## src/hdl/servo_status_packet_parser_macros.svh

```systemverilog
// assertion macros shared by the servo status packet parser modules
// SSP_ASSERT expects clk and arst_n, SSP_ASSERT_ALWAYS only clk, in the scope where it is used
`ifndef SERVO_STATUS_PACKET_PARSER_MACROS_SVH
`define SERVO_STATUS_PACKET_PARSER_MACROS_SVH

`ifndef NO_ASSERTIONS

// checked on every edge outside of reset
`define SSP_ASSERT(lbl, prop, msg) \
	lbl: assert property (@(posedge clk) disable iff (!arst_n) prop) else $error(msg);

// checked on every edge, reset included
`define SSP_ASSERT_ALWAYS(lbl, prop, msg) \
	lbl: assert property (@(posedge clk) prop) else $error(msg);

`else

`define SSP_ASSERT(lbl, prop, msg)
`define SSP_ASSERT_ALWAYS(lbl, prop, msg)

`endif

`endif

```

## src/hdl/ssp_pkg.sv

```systemverilog
// shared types and constants of the servo status packet parser
// no dependencies; imported by every module of the block
package ssp_pkg;

	// packet framing
	localparam logic [7:0] HDR_FIRST  = 8'hFF;
	localparam logic [7:0] HDR_SECOND = 8'hF5;

	// byte positions, saturating at the minimum packet length
	localparam logic [2:0] POS_HDR0   = 3'd0;
	localparam logic [2:0] POS_HDR1   = 3'd1;
	localparam logic [2:0] POS_ID     = 3'd2;
	localparam logic [2:0] POS_STATUS = 3'd4;
	localparam logic [2:0] POS_PARAM  = 3'd5;
	localparam logic [2:0] POS_SAT    = 3'd6;

	// verdict codes
	localparam logic [1:0] ERR_OK       = 2'd0;
	localparam logic [1:0] ERR_SHORT    = 2'd1;
	localparam logic [1:0] ERR_HEADER   = 2'd2;
	localparam logic [1:0] ERR_CHECKSUM = 2'd3;

	// result kinds
	localparam logic KIND_PARAM   = 1'b0;
	localparam logic KIND_VERDICT = 1'b1;

	// default queue depth between front and back (power of two, at least 2)
	localparam int QUEUE_DEPTH_DEF = 4;

	// one queued result: data0 is the parameter byte or the id, data1 the status
	typedef struct packed {
		logic       kind;
		logic [1:0] code;
		logic [7:0] data0;
		logic [7:0] data1;
	} ssp_entry_t;

	// queue status seen by front and back
	typedef struct packed {
		logic full;
		logic empty;
	} ssp_q_status_t;

endpackage

```

## src/hdl/ssp_front.sv

```systemverilog
// front end: accepts packet bytes, tracks position, header and checksum
// depends on ssp_pkg and the assertion macros header
`include "servo_status_packet_parser_macros.svh"

module ssp_front import ssp_pkg::*; (
	input  logic          clk,
	input  logic          arst_n,
	input  logic          s_axis_tvalid,
	output logic          s_axis_tready,
	input  logic [7:0]    s_axis_tdata,   // [7:0] rx_byte
	input  logic          s_axis_tlast,
	input  ssp_q_status_t q_status,
	output logic          push,
	output ssp_entry_t    push_entry
);

	logic [2:0] pos_q;
	logic [7:0] sum_q;
	logic       header_good_q;
	logic [7:0] id_q;
	logic [7:0] status_q;
	logic       accept;
	logic [1:0] code;

	assign s_axis_tready = !q_status.full;
	assign accept        = s_axis_tvalid && s_axis_tready;

	// verdict priority: short, then header, then checksum
	always_comb begin
		if (pos_q < POS_PARAM) begin
			code = ERR_SHORT;
		end else if (!header_good_q) begin
			code = ERR_HEADER;
		end else if (~sum_q != s_axis_tdata) begin
			code = ERR_CHECKSUM;
		end else begin
			code = ERR_OK;
		end
	end

	// result entry for a parameter byte or a verdict
	always_comb begin
		push_entry.kind  = s_axis_tlast ? KIND_VERDICT : KIND_PARAM;
		push_entry.code  = s_axis_tlast ? code : ERR_OK;
		push_entry.data0 = s_axis_tlast ? id_q : s_axis_tdata;
		push_entry.data1 = s_axis_tlast ? status_q : 8'd0;
	end

	assign push = accept && (s_axis_tlast || (pos_q >= POS_PARAM));

	// packet tracking state
	always_ff @(posedge clk or negedge arst_n) begin
		if (!arst_n) begin
			pos_q         <= POS_HDR0;
			sum_q         <= 8'd0;
			header_good_q <= 1'b1;
		end else if (accept) begin
			if (s_axis_tlast) begin
				pos_q         <= POS_HDR0;
				sum_q         <= 8'd0;
				header_good_q <= 1'b1;
			end else begin
				case (pos_q)
					POS_HDR0: begin
						if (s_axis_tdata != HDR_FIRST) header_good_q <= 1'b0;
					end
					POS_HDR1: begin
						if (s_axis_tdata != HDR_SECOND) header_good_q <= 1'b0;
					end
					default: begin
						sum_q <= sum_q + s_axis_tdata;
					end
				endcase
				if (pos_q < POS_SAT) pos_q <= pos_q + 3'd1;
			end
		end
	end

	// id and status capture
	always_ff @(posedge clk) begin
		if (accept && !s_axis_tlast) begin
			if (pos_q == POS_ID) id_q <= s_axis_tdata;
			if (pos_q == POS_STATUS) status_q <= s_axis_tdata;
		end
	end

	`SSP_ASSERT(a_pos_sat, pos_q <= POS_SAT, "byte position beyond saturation")
	`SSP_ASSERT(a_restart, accept && s_axis_tlast |=> pos_q == POS_HDR0 && sum_q == 8'd0,
		"packet state not cleared after verdict")
	`SSP_ASSERT(a_push_full, push |-> !q_status.full, "push into a full queue")

endmodule

```

## src/hdl/ssp_queue.sv

```systemverilog
// short result queue between front and back
// depends on ssp_pkg and the assertion macros header
`include "servo_status_packet_parser_macros.svh"

module ssp_queue import ssp_pkg::*; #(
	parameter int QUEUE_DEPTH = QUEUE_DEPTH_DEF
) (
	input  logic          clk,
	input  logic          arst_n,
	input  logic          push,
	input  ssp_entry_t    push_entry,
	input  logic          pop,
	output ssp_entry_t    pop_entry,
	output ssp_q_status_t q_status
);

	localparam int         AW        = $clog2(QUEUE_DEPTH);
	localparam logic [AW:0] DEPTH_CNT = (AW + 1)'(QUEUE_DEPTH);

	ssp_entry_t    mem_q [QUEUE_DEPTH];
	logic [AW-1:0] wr_ptr_q;
	logic [AW-1:0] rd_ptr_q;
	logic [AW:0]   count_q;

	assign q_status.full  = (count_q == DEPTH_CNT);
	assign q_status.empty = (count_q == '0);
	assign pop_entry      = mem_q[rd_ptr_q];

	// storage
	always_ff @(posedge clk) begin
		if (push) mem_q[wr_ptr_q] <= push_entry;
	end

	// pointers and fill count
	always_ff @(posedge clk or negedge arst_n) begin
		if (!arst_n) begin
			wr_ptr_q <= '0;
			rd_ptr_q <= '0;
			count_q  <= '0;
		end else begin
			if (push) wr_ptr_q <= wr_ptr_q + 1'b1;
			if (pop) rd_ptr_q <= rd_ptr_q + 1'b1;
			if (push && !pop) begin
				count_q <= count_q + 1'b1;
			end else if (pop && !push) begin
				count_q <= count_q - 1'b1;
			end
		end
	end

	`SSP_ASSERT(a_count_range, count_q <= DEPTH_CNT, "queue count beyond depth")
	`SSP_ASSERT(a_pop_empty, pop |-> !q_status.empty, "pop from an empty queue")
	`SSP_ASSERT(a_full_empty, !(q_status.full && q_status.empty),
		"queue full and empty at once")

endmodule

```

## src/hdl/ssp_back.sv

```systemverilog
// back end: formats queued results into the output register
// depends on ssp_pkg
module ssp_back import ssp_pkg::*; (
	input  logic          clk,
	input  logic          arst_n,
	input  ssp_q_status_t q_status,
	input  ssp_entry_t    pop_entry,
	output logic          pop,
	output logic          m_axis_tvalid,
	input  logic          m_axis_tready,
	output logic [31:0]   m_axis_tdata,  // [7:0] param_byte, [15:8] servo_id,
	                                     // [23:16] servo_status, [25:24] error_code
	output logic [0:0]    m_axis_tuser   // [0] kind
);

	logic        out_valid_q;
	logic [31:0] tdata_q;
	logic [0:0]  tuser_q;
	logic        verdict;
	logic        good;
	logic [7:0]  param_byte;
	logic [7:0]  servo_id;
	logic [7:0]  servo_status;
	logic [1:0]  error_code;

	assign pop = !q_status.empty && (!out_valid_q || m_axis_tready);

	// field formatting; id and status only go out on a good verdict
	always_comb begin
		verdict      = (pop_entry.kind == KIND_VERDICT);
		good         = verdict && (pop_entry.code == ERR_OK);
		param_byte   = verdict ? 8'd0 : pop_entry.data0;
		servo_id     = good ? pop_entry.data0 : 8'd0;
		servo_status = good ? pop_entry.data1 : 8'd0;
		error_code   = verdict ? pop_entry.code : ERR_OK;
	end

	// output register valid
	always_ff @(posedge clk or negedge arst_n) begin
		if (!arst_n) begin
			out_valid_q <= 1'b0;
		end else if (pop) begin
			out_valid_q <= 1'b1;
		end else if (m_axis_tready) begin
			out_valid_q <= 1'b0;
		end
	end

	// output register payload
	always_ff @(posedge clk) begin
		if (pop) begin
			tdata_q <= {6'd0, error_code, servo_status, servo_id, param_byte};
			tuser_q <= pop_entry.kind;
		end
	end

	assign m_axis_tvalid = out_valid_q;
	assign m_axis_tdata  = tdata_q;
	assign m_axis_tuser  = tuser_q;

endmodule

```

## src/hdl/servo_status_packet_parser.sv

```systemverilog
// Servo status packet parser, top level.
// Input stream: one packet byte per beat in s_axis_tdata; s_axis_tlast marks
// the final checksum byte. Header bytes 0xFF 0xF5, then id, an ignored byte,
// status, parameters, checksum (inverted 8-bit sum from the id byte on).
// Output stream: tuser 0 carries a parameter byte (bytes 5 up to the one
// before last), tuser 1 carries the verdict with id, status and error code
// (0 ok, 1 too short, 2 bad header, 3 bad checksum; id and status 0 on error).
// Bytes 0 to 4 give no output beat unless s_axis_tlast marks one of them.
// Throughput: one byte per cycle while the queue is not full. The front
// tracks the packet with a running sum and writes each result into a
// QUEUE_DEPTH-entry queue; the back moves it into the output register. When
// the receiver stalls the queue fills and s_axis_tready drops once it is full;
// no beat is lost. Reset clears the packet state, the queue and the output
// valid; the next byte is taken as byte 0 of a new packet.
// Depends on ssp_pkg, ssp_front, ssp_queue and ssp_back.
module servo_status_packet_parser import ssp_pkg::*; #(
	parameter int QUEUE_DEPTH = QUEUE_DEPTH_DEF
) (
	input  logic        clk,
	input  logic        arst_n,
	input  logic        s_axis_tvalid,
	output logic        s_axis_tready,
	input  logic [7:0]  s_axis_tdata,   // [7:0] rx_byte
	input  logic        s_axis_tlast,   // end_of_packet
	output logic        m_axis_tvalid,
	input  logic        m_axis_tready,
	output logic [31:0] m_axis_tdata,   // [7:0] param_byte, [15:8] servo_id,
	                                    // [23:16] servo_status, [25:24] error_code
	output logic [0:0]  m_axis_tuser    // [0] kind
);

	ssp_q_status_t q_status;
	ssp_entry_t    push_entry;
	ssp_entry_t    pop_entry;
	logic          push;
	logic          pop;

	// byte tracking and classification
	ssp_front u_front (
		.clk           (clk),
		.arst_n        (arst_n),
		.s_axis_tvalid (s_axis_tvalid),
		.s_axis_tready (s_axis_tready),
		.s_axis_tdata  (s_axis_tdata),
		.s_axis_tlast  (s_axis_tlast),
		.q_status      (q_status),
		.push          (push),
		.push_entry    (push_entry)
	);

	// decoupling queue
	ssp_queue #(
		.QUEUE_DEPTH (QUEUE_DEPTH)
	) u_queue (
		.clk        (clk),
		.arst_n     (arst_n),
		.push       (push),
		.push_entry (push_entry),
		.pop        (pop),
		.pop_entry  (pop_entry),
		.q_status   (q_status)
	);

	// output formatting and register
	ssp_back u_back (
		.clk           (clk),
		.arst_n        (arst_n),
		.q_status      (q_status),
		.pop_entry     (pop_entry),
		.pop           (pop),
		.m_axis_tvalid (m_axis_tvalid),
		.m_axis_tready (m_axis_tready),
		.m_axis_tdata  (m_axis_tdata),
		.m_axis_tuser  (m_axis_tuser)
	);

endmodule

```

## config.mk

```make
export PLATFORM = sky130hd
export DESIGN_NAME = servo_status_packet_parser
export DESIGN_NICKNAME = d
export VERILOG_FILES = /design/src/hdl/ssp_pkg.sv /design/src/hdl/ssp_front.sv /design/src/hdl/ssp_queue.sv /design/src/hdl/ssp_back.sv /design/src/hdl/servo_status_packet_parser.sv
export VERILOG_INCLUDE_DIRS = /design/src /design/src/hdl
export SDC_FILE = /design/constraint.sdc
export NUM_CORES = 1
export LEC_CHECK = 0
export ABC_AREA = 1
export BUFFER_PORTS_ARGS = -buffer_cell sky130_fd_sc_hd__buf_2
export CAP_MARGIN = 10
export CORE_UTILIZATION = 64
export DETAILED_ROUTE_END_ITERATION = 16
export PLACE_DENSITY = 0.81
export SYNTH_ARGS = -nofsm -noshare
export SYNTH_HDL_FRONTEND = slang
export SYNTH_SLANG_ARGS = --single-unit
```

## constraint.sdc

```tcl
create_clock -name clk -period 6.3 [get_ports clk]
set_input_delay 0.315 -clock clk [delete_from_list [all_inputs] [get_ports clk]]
set_output_delay 0.315 -clock clk [all_outputs]
set_load 0.03 [all_outputs]
```

==> results of run 1 <==
metal layers:
metal	part of all wire (%)	wire (um)	global-route usage (%)
met4	2.3	260	11.9
met1	40	4550	30.3
met2	52	5920	45.2
met3	6.0	691	5.46
met5	0	0	0
sequential cells by signal (all words and copies together), names as in the netlist:
name                   cells
u_front.sum_q              8
u_queue.rd_ptr_q           2
u_front.id_q               8
u_queue.count_q            3
u_front.pos_q              3
u_back.m_axis_tvalid       1
u_front.header_good_q      1
u_back.m_axis_tuser        1
u_back.m_axis_tdata       26
u_front.status_q           8
u_queue.mem_q             76
u_queue.wr_ptr_q           2
path summary, 6_finish.rpt:
path	start	endpoint	slack, ps	cells past startpoint
setup / recovery	u_queue.rd_ptr_q[1]	u_back.m_axis_tdata[23]	3320	5
hold / removal	m_axis_tready	u_back.m_axis_tvalid	40	4
setup reg to reg	u_queue.rd_ptr_q[1]	u_back.m_axis_tdata[23]	3320	5
hold reg to reg	u_front.sum_q[6]	u_front.sum_q[6]	500	2
max in group asynchronous	arst_n	u_front.header_good_q	5640	2
min in group asynchronous	arst_n	u_front.sum_q[4]	290	2
cells by family after synthesis:
| logic type | count (synthesis) | synth area share [%] |
|---|---|---|
| flops | 139 | 68.3 |
| simple gates | 211 | 14.1 |
| xor+xnor | 9 | 1.32 |
| fa+ha+maj | 18 | 4.02 |
| buf+inv | 72 | 5.49 |
| compound gates | 71 | 6.73 |
| other cells | 1 | 0.0628 |
power by group:
group	internal [uW]	switching (uW)
Clock	576	380
Combinational	302	736
Sequential	1250	95.1
Total	2130	1210
metrics by stage:
step,cell area (sq um),cells,power [uW]
2_1_floorplan,5990,526,2140
3_3_place_gp,6220,656,2330
3_5_place_dp,6220,656,2390
4_1_cts,6810,689,3340
5_1_grt,6810,689,3520
6_report,6810,689,3340
tightest hold or removal path: cells and delay by family:
family | cells | cell delay [ps]
and+or+nand+nor | 2 | 110
buffers and inverters | 2 | 100
placed cells by master, fill, tap and decap left out, types with 16 or more instances in the layout:
master	instances
clkbuf_16	16
o21ai_0	46
nand2_1	98
edfxtp_1	119
buf_2	41
inv_1	46
nor2_1	85
nand3_1	22
dfrtp_1	19
ha_1	16
layout make-up:
| type | count | share of cell area, % |
|---|---|---|
| inverters | 48 | 2.65 |
| repair buffers | 47 | 3.71 |
| clock inverters | 13 | 2.11 |
| well taps | 108 | 1.99 |
| multi-input cells | 315 | 23.3 |
| clock buffers | 19 | 6.34 |
| flip-flops and latches | 139 | 59.9 |
timing repair:
item                      CTS  global route
buffers inserted            0             0
gates resized for setup     0             0
hold endpoints to repair   19             0
hold buffers                1             0
==> key figures, run 1 <==
Floorplanning
  • Total core area: about 0.009 sq mm
  • Initial Utilization: around two thirds
  • Io pins: 48
  • Die Width: 98.6 um
  • Die Y: about 99 um
  • Site Rows: 34
  • Die area: 0.00972 sq mm

Timing
  • Shortest period the worst path allows: 2980 ps
  • Fin crit share: 47.3%
  • Unrepaired setup endpoints after global routing: false
  • Final worst slack: between 3000 and 4000 ps
  • Pins Over Slew Limit: 0
  • Setup TNS: 0 ps
  • Hold_ws: 44.1 ps
  • Clock Skew: 11.4 ps
  • Hold Fails Final Rpt: 0
  • # setup viols final: 0
  • Tightest Pin Transition: 1060 ps
  • Max Freq: 335 MHz
  • Relative slew slack: 29.6%

Global route
  • Vias in the first global route: 3761
  • First-pass GRT wire length: 18400 um
  • Grt total ovfl: 0
  • Largest net degree at the start of global routing: 40
  • Initial antenna violation count: 0
  • Global-route usage over all layers: about 26%

Pwr
  • Max rail drop VDD: 0.232 mV
  • PwrDens: 491 mW/mm^2
  • Reported leakage power: 0.00285 uW

Final layout
  • Area Overhead vs Synth: 14.0%
  • Fin util: 76.5%
  • Storage cell area: 0.00408 sq mm
  • Layout Nets: 599
  • FILL cells: 546
  • Multi-input logic area: 0.00159 sq mm
  • Layout cell share with drive strength beyond 1: 14.8%
  • Ant diodes: 0

Detailed routing
  • DRC Markers: 0
  • First drt pass iteration count: 5
  • Vias: 3844
  • Number of routed nets with antenna violations: 0
  • Vias per cell: approximately 5.6
  • Drt total wl: 11400 um
  • WL/cell: 16.6 um
  • DRT iter0 DRCs: between 200 and 250

Yosys
  • Mapped Cells: 521
  • Syn Area/Cell: 11.5 sq um
  • Synth area leaders: edfxtp_1 (60%), dfrtp_1 (8.0%), nand2_1 (6.2%), nor2_1 (5.3%), o21ai_0 (3.9%)
  • Yosys cell types: 31
  • Synth top cells by count: edfxtp_1 (119), nand2_1 (98), nor2_1 (85)
  • Netlist Area Pre-Place: 0.00597 sq mm
  • EDFF count, synth: ~120
  • Seq/Total Area, Yosys: between 60 and 70%
  • Most used flip-flop cell after synthesis: edfxtp_1
  • Synth top area share: roughly three fifths
  • Yosys reg bits: 139
  • Count leader, synth: edfxtp_1
  • Yosys Warn Count: 0
  • Top cell type by total area after synthesis: edfxtp_1
  • Post-synth ARST share: 14.4%

CTS
  • Clock latency on the worst-skew pair: 520 ps
  • Num CTS Buffers: 17
  • Clk sink count: 139
  • Reg clk slew, reported paths: 60 ps
  • Htree depth: 4
  • CTS root buffer: clkbuf_8
  • CTS tree: built
  • Clock buffer depth: 2

Setup path
  • Critical Path Slowest Stage Cell: dfrtp_1
  • Worst Path Max Fanout: 21
  • WP data arrival: 3240 ps
  • Critical path's top delay family: flip-flops
  • Worst Setup Path Type: register to register
  • Worst path max stage delay: about 870 ps
  • Crit. End Element: register
  • Worst-path cell chain: clkinv_1 > o211ai_1 > nand2_1 > nand3_2 > a21oi_1
  • WP buf/inv: 1
  • CP Launch Type: register
  • Worst Path Required: approximately 6600 ps

Place
  • IO Port Bufs: 41
  • HPWL after DPL: 7070 um
  • Placement Setup Slack: 3420 ps
  • GP Congestion: ~0.89

Job
  • Maxcap violations: 0

Run status
  • Outcome: finished, final reports clean

Min path
  • Hold Crit Class: input port to register
Power figures use the tool's default switching activity.
==> run 2: changes to the inputs <==
- CORE_UTILIZATION: 64 -> 54
- PLACE_DENSITY: 0.81 -> 0.73
- clock period: 6.3 -> 2.65 ns (I/O delays scaled with it)
==> run 2 against run 1 <==
  * Final cell count up 6.5%
  * First-iteration DRC count down 8.4%
  * Worst setup slack worse by 3000 ps
==> key figures, run 2 (synthesis gave the netlist of run 1 again) <==
Run status
  • Outcome: finished, final reports clean

Detailed routing
  • Vias: 3795 (-1.3%)
  • Vias per cell: 5.17 (-7.3%)
  • First drt pass iteration count: 5 (unchanged)
  • Drt total wl: 10800 um (-5.2%)
  • DRC Markers: 0 (unchanged)
  • DRT iter0 DRCs: 186 (-8.4%)
  • Number of routed nets with antenna violations: 0 (unchanged)
  • WL/cell: 14.7 um (-11%)

Timing
  • Final worst slack: 356 ps (-2960 ps)
  • Max Freq: 436 MHz (+30%)
  • Pins Over Slew Limit: 0 (unchanged)
  • Hold Fails Final Rpt: 0 (unchanged)
  • Setup TNS: 0 ps (unchanged)
  • Hold_ws: 27.9 ps (-16.2 ps)
  • Tightest Pin Transition: 672 ps (-383 ps)
  • Unrepaired setup endpoints after global routing: false
  • Relative slew slack: 55.0% (+25 points)
  • Clock Skew: 8.14 ps (-3.22 ps)
  • Shortest period the worst path allows: 2290 ps (-688 ps)
  • Fin crit share: 86.6% (+39 points)
  • # setup viols final: 0 (unchanged)

Global route
  • Grt total ovfl: 0 (unchanged)
  • Largest net degree at the start of global routing: 40 (unchanged)
  • M2 GR Usage: 34.8% (-10 points)
  • Global-route usage over all layers: 20.7% (-4.9 points)
  • Top Usage Layer GRT: met2
  • Initial antenna violation count: 0 (unchanged)
  • GRT met3 Usage: 5.23% (-0.23 points)
  • Vias in the first global route: 3783 (+0.58%)
  • First-pass GRT wire length: 17800 um (-3.2%)
  • Grt met1 use: 25.7% (-4.5 points)

Floorplanning
  • Die area: 0.0115 sq mm (+18%)
  • Site Rows: 38 (+12%)
  • Total core area: 0.0108 sq mm (+21%)
  • Die Y: 107 um (+8.7%)
  • Die Width: 107 um (+8.7%)
  • Io pins: 48 (unchanged)
  • Initial Utilization: 55.3% (-12 points)

CTS
  • Htree depth: 4 (unchanged)
  • Num CTS Buffers: 17 (unchanged)
  • Resized Gates After CTS: 0 (unchanged)
  • Clk sink count: 139 (unchanged)
  • Clock latency on the worst-skew pair: 510 ps (about the same)
  • CTS root buffer: clkbuf_8
  • Clock buffer depth: 2 (unchanged)
  • CTS tree: built
  • Reg clk slew, reported paths: 60 ps (about the same)

Final layout
  • Layout cell share with drive strength beyond 1: 14.0% (-0.83 points)
  • Post-Layout Cell Count: 734 (+6.5%)
  • Largest register FFs: 76 (unchanged)
  • Area Overhead vs Synth: 17.1%
  • Largest Register: u_queue.mem_q
  • Most frequent cells in the layout: edfxtp_1 (119), nand2_1 (98), nor2_1 (85)
  • Ant diodes: 0 (unchanged)
  • Fin util: 64.8% (-12 points)
  • Layout Nets: 612 (+2.2%)
  • Most common cell after layout, fill and taps aside: edfxtp_1

Setup path
  • Worst Setup Path Type: register to register
  • Crit. End Element: register
  • FF-to-FF Start: u_front.pos_q[1]
  • Flop2flop setup slack: 360 ps (-2960 ps)
  • Worst Path Required: 3040 ps (-3510 ps)
  • Worst reg2reg path depth: 12 (+7)
  • FF-to-FF End: u_queue.count_q[2]
  • CP Launch Type: register
  • Worst Path Max Fanout: 6 (-71%)
  • WP data arrival: 2680 ps (-560 ps)

Pwr
  • Reported leakage power: 0.00293 uW (+2.8%)
  • Internal Power: 5330 uW (+150%)
  • PwrDens: 1150 mW/mm^2 (+140%)
  • Sw Share: 34.0% (-2.3 points)
  • Comb power frac: 31.3% (+0.2 points)
  • Sequential group share of total power: 38.8% (-1.5 points)
  • Power share of the clock group: 29.9% (+1.3 points)
  • Psw: 2750 uW (+130%)
  • Max rail drop VDD: 0.584 mV (+150%)

Place
  • IO Port Bufs: 41 (unchanged)
  • GP Congestion: 0.893 (+0.73%)
  • Placed Cells: 692 (+5.5%)
  • Placement Setup Slack: 372 ps (-3050 ps)
  • HPWL after DPL: 6680 um (-5.5%)

Min path
  • WHS Endpoint: u_front.header_good_q
  • Hold Startpoint: s_axis_tvalid
  • Hold Crit Class: input port to register
  • Worst Hold Path Cells: 5 (+1)

Job
  • Maxcap violations: 0 (unchanged)
==> run 2: cell type report <==
| class | count | area (sq um) |
|---|---|---|
| Multi-Input combinational cell | 315 | 1590 |
| Clock inverter | 10 | 171 |
| Sequential cell | 139 | 4080 |
| Fill cell | 808 | 3800 |
| Timing Repair Buffer | 60 | 373 |
| Inverter | 48 | 180 |
| Clock buffer | 22 | 433 |
| Tap cell | 140 | 175 |
==> run 2: through the flow <==
step                      power [uW]  cell area (sq um)
final                           8080               6990
after global placement          5620               6290
after CTS                       8130               6990
after floorplan                 5090               5990
after detailed placement        5690               6290
after global routing            8550               6990
==> run 2: timing repair <==
action                                  4_1_cts  5_1_grt
hold endpoints to repair                     37        0
hold buffers                                 10        0
endpoints found under the setup margin        0        0
setup buffers                                 0        0
==> run 2: how the worst max path moves through the flow <==
stage                           to  cells after the start                from
2_1_floorplan  u_queue.mem_q[0][0]                      6  u_queue.count_q[0]
3_3_place_gp    u_queue.count_q[2]                     12    u_front.pos_q[1]
3_5_place_dp    u_queue.count_q[2]                     12    u_front.pos_q[1]
4_1_cts         u_queue.count_q[2]                     12    u_front.pos_q[1]
5_1_grt         u_queue.count_q[2]                     12    u_front.pos_q[1]
6_report        u_queue.count_q[2]                     12    u_front.pos_q[1]
==> run 2: critical path: stages (launching register included) <==
cell,delay [ps]
dfrtp_1,420
inv_1,120
ha_1,210
a21oi_1,90
nand2_1,70
nand2_1,140
inv_1,120
ha_1,150
inv_1,70
fa_1,370
a21oi_1,140
o21ai_0,110
xor2_1,150
==> run 2: power by group through the flow <==
stage	clock, uW	combinational (uW)	sequential [uW]
6_report	2410	2530	3140
5_1_grt	2540	2830	3180
4_1_cts	2440	2560	3140
3_5_place_dp	0	2510	3180
3_3_place_gp	0	2460	3150
2_1_floorplan	0	1510	3590
==> run 2: routing by layer <==
layer | vias to the layer above | share of wire, %
met1 | 1800 | 44
met3 | 14 | 4.8
met2 | 113 | 50
met4 | 0 | 1.3
li1 | 1868 | -
met5 | - | 0
==> run 3: changes to the inputs <==
- ABC_AREA: 1 -> not set
- CORE_UTILIZATION: 54 -> 53
- PLACE_DENSITY: 0.73 -> 0.72
==> run 3 against run 2 <==
  * Area after synthesis is 1.9% lower
  * Via count shrank 19%
  * First-iteration DRC count shrank 46%
  * Final cell count is 24% lower
  * Sequential power increased by 3%
  * Flip-flop and latch count unchanged
  * Die area is essentially flat
  * Cell area fell by 1.6%
  * Critical endpoint is now u_queue.count_q[1]
  * Core utilization decreased by 1.0 points
  * Register-to-register slack got worse by 50 ps
  * Critical path depth is 4 lower
==> key figures, run 3 <==
CTS
  • Resized Gates After CTS: 0 (unchanged)
  • Clock buffer depth: 2 (unchanged)
  • Clock latency on the worst-skew pair: 510 ps (about the same)
  • Hold Buf Count CTS: 11 (+1)
  • CTS root buffer: clkbuf_8
  • CTS tree: built
  • Post-CTS Setup Bufs: 0 (unchanged)
  • Clk sink count: 139 (unchanged)
  • Htree depth: 4 (unchanged)
  • Reg clk slew, reported paths: 60 ps (about the same)
  • Num CTS Buffers: 17 (unchanged)

Detailed routing
  • First drt pass iteration count: 5 (unchanged)
  • DRC Markers: 0 (unchanged)
  • Vias per cell: 5.48 (+6.0%)
  • DRT iter0 DRCs: 101 (-46%)
  • WL/cell: 17.7 um (+20%)
  • Drt total wl: 9860 um (-8.9%)
  • Vias: 3058 (-19%)
  • Number of routed nets with antenna violations: 0 (unchanged)

Setup path
  • Worst-path cell chain: inv_1 > ha_1 > o31ai_1 > a21oi_1 > ha_1 > inv_1 > fa_1 > mux2_2
  • Worst reg2reg path depth: 8 (-4)
  • Worst Setup Path Type: register to register
  • FF-to-FF End: u_queue.count_q[1]
  • Critical Path Slowest Stage Cell: dfrtp_1
  • Crit. End Element: register
  • Flop2flop setup slack: 300 ps (-50 ps)
  • FF-to-FF Start: u_front.pos_q[1]
  • CP Launch Type: register
  • Worst Path Max Fanout: 8 (+2)
  • WP data arrival: 2740 ps (+60 ps)
  • Worst path max stage delay: 470 ps (+50 ps)
  • Worst Path Required: 3050 ps (about the same)

Min path
  • Hold Startpoint: s_axis_tvalid
  • Worst Hold Path Cells: 3 (-2)
  • WHS Endpoint: u_front.pos_q[1]
  • Hold Crit Class: input port to register

Timing
  • Hold_ws: 35.4 ps (+7.55 ps)
  • Pins Over Slew Limit: 0 (unchanged)
  • Final worst slack: 303 ps (-52.8 ps)
  • Clock Skew: 9.28 ps (+1.14 ps)
  • Tightest Pin Transition: 1030 ps (+358 ps)
  • Relative slew slack: 30.8% (-24 points)
  • Shortest period the worst path allows: 2350 ps (+52.8 ps)
  • Hold Fails Final Rpt: 0 (unchanged)
  • Unrepaired setup endpoints after global routing: false
  • Fin crit share: 88.6% (+2.0 points)
  • # setup viols final: 0 (unchanged)
  • Setup TNS: 0 ps (unchanged)
  • Max Freq: 426 MHz (-2.2%)

Yosys
  • Synth top cells by count: edfxtp_1 (119), dfrtp_1 (19), and3_1 (16), ha_1 (16), mux4_2 (16)
  • Synth top area share: 61.0% (+1.2 points)
  • Yosys cell types: 47 (+52%)
  • Seq/Total Area, Yosys: 69.6% (+1.3 points)
  • Count leader, synth: edfxtp_1
  • Most used flip-flop cell after synthesis: edfxtp_1
  • Post-synth ARST share: 14.4% (unchanged)
  • Syn Area/Cell: 17.4 sq um (+52%)
  • Yosys Warn Count: 0 (unchanged)
  • Mapped Cells: 337 (-35%)
  • Top cell type by total area after synthesis: edfxtp_1
  • Netlist Area Pre-Place: 0.00586 sq mm (-1.9%)
  • Synth area leaders: edfxtp_1 (61%), dfrtp_1 (8.1%), mux4_2 (6.2%), ha_1 (3.4%), mux2_2 (1.7%)
  • Yosys reg bits: 139 (unchanged)
  • EDFF count, synth: 119 (unchanged)

Final layout
  • Largest register FFs: 76 (unchanged)
  • FILL cells: 767 (-5.1%)
  • Layout Nets: 436 (-29%)
  • Post-Layout Cell Count: 558 (-24%)
  • Area Overhead vs Synth: 17.6%
  • Layout cell share with drive strength beyond 1: 27.5% (+14 points)
  • Ant diodes: 0 (unchanged)
  • Most frequent cells in the layout: edfxtp_1 (119), buf_2 (41), dfrtp_1 (19)
  • Most common cell after layout, fill and taps aside: edfxtp_1
  • Largest Register: u_queue.mem_q

Place
  • HPWL after DPL: 6320 um (-5.3%)
  • IO Port Bufs: 41 (unchanged)
  • GP Congestion: 0.810 (-9.3%)
  • Placement Setup Slack: 398 ps (+26.4 ps)
  • Placed Cells: 515 (-26%)

Global route
  • Grt total ovfl: 0 (unchanged)
  • Largest net degree at the start of global routing: 30 (-25%)
  • Vias in the first global route: 3155 (-17%)
  • Initial antenna violation count: 0 (unchanged)
  • GRT met3 Usage: 4.38% (-0.85 points)
  • Global-route usage over all layers: 19.3% (-1.4 points)
  • M2 GR Usage: 32.7% (-2.2 points)
  • First-pass GRT wire length: 15900 um (-11%)
  • Grt met1 use: 24.2% (-1.5 points)
  • Top Usage Layer GRT: met2

Pwr
  • PwrDens: 1130 mW/mm^2 (-2.6%)
  • Total power: 7750 uW (-4.1%)
  • Max rail drop VDD: 0.757 mV (+30%)
  • Reported leakage power: 0.00264 uW (-9.7%)

Floorplanning
  • Total core area: 0.0108 sq mm (unchanged)
  • Die Width: 107 um (about the same)
  • Site Rows: 38 (unchanged)
  • Die area: 0.0115 sq mm (about the same)
  • Die Y: 107 um (about the same)
  • Initial Utilization: 54.3% (-1.1 points)
  • Io pins: 48 (unchanged)

Job
  • Maxcap violations: 0 (unchanged)

Run status
  • Outcome: finished, final reports clean
[run 3: cell count changes after synthesis, sizes merged, moves of 16 or more]
cell	previous run	this run
nand2	98	8
nor2	86	8
o21ai	47	6
inv	47	9
nand3	24	3
mux4	0	19
and3	0	17
and2	0	16
[run 3: final cells by class]
cell class | count | area, sq um | area share (%)
Tap cell | 140 | 175 | 2.54
Clock buffer | 18 | 418 | 6.07
Inverter | 9 | 33.8 | 0.491
Sequential cell | 139 | 4080 | 59.2
Multi-Input combinational cell | 176 | 1630 | 23.7
Clock inverter | 14 | 160 | 2.33
Timing Repair Buffer | 62 | 390 | 5.67
[run 3: per-stage QoR]
stage	utilization (%)	cell area, sq um
6_report	63.8	6890
5_1_grt	63.8	6890
4_1_cts	63.8	6890
3_5_place_dp	57.4	6200
3_3_place_gp	57.4	6200
2_1_floorplan	-	5880
[run 3: worst max-delay path, delay by kind of cell, from the launching register on]
family                     cells  cell delay (ps)
AOI/OAI and AO/OA              2              390
adders and majority gates      3              870
buffers and inverters          2              220
DFF                            1              470
muxes                          1              270
[run 3: cells by family (layout without fill, tap and decap cells)]
family          Yosys count  after routing  share of synthesized area, %
fa+ha+maj                18             18                          4.10
compound gates           41             41                          5.11
flops                   139            139                          69.6
xor+xnor                 12             12                          1.79
simple gates             71             71                          7.20
other cells               1              6                        0.0640
buf+inv                  27            103                          2.91
mux                      28             28                          9.23
[run 3: worst max path at each step]
stage	slack [ps]	endpoint	start
floorplan	20	u_queue.count_q[1]	u_back.m_axis_tvalid
global placement	470	u_queue.count_q[1]	u_front.pos_q[1]
detailed placement	400	u_queue.count_q[2]	u_front.pos_q[1]
CTS	320	u_queue.count_q[1]	u_front.pos_q[1]
global route	150	u_queue.count_q[2]	u_front.pos_q[1]
finish	300	u_queue.count_q[1]	u_front.pos_q[1]
[run 3: layer usage]
metal	vias up	share of wire [%]
li1	1439	-
met1	1512	44
met2	103	51
met3	4	5.0
met4	0	0.48
met5	-	0
[run 3: report_power, final]
part,total [uW],internal [uW],switching (uW)
logic,2260,925,1330
clock network,2270,1360,916
registers,3220,2960,262
total,7750,5240,2510
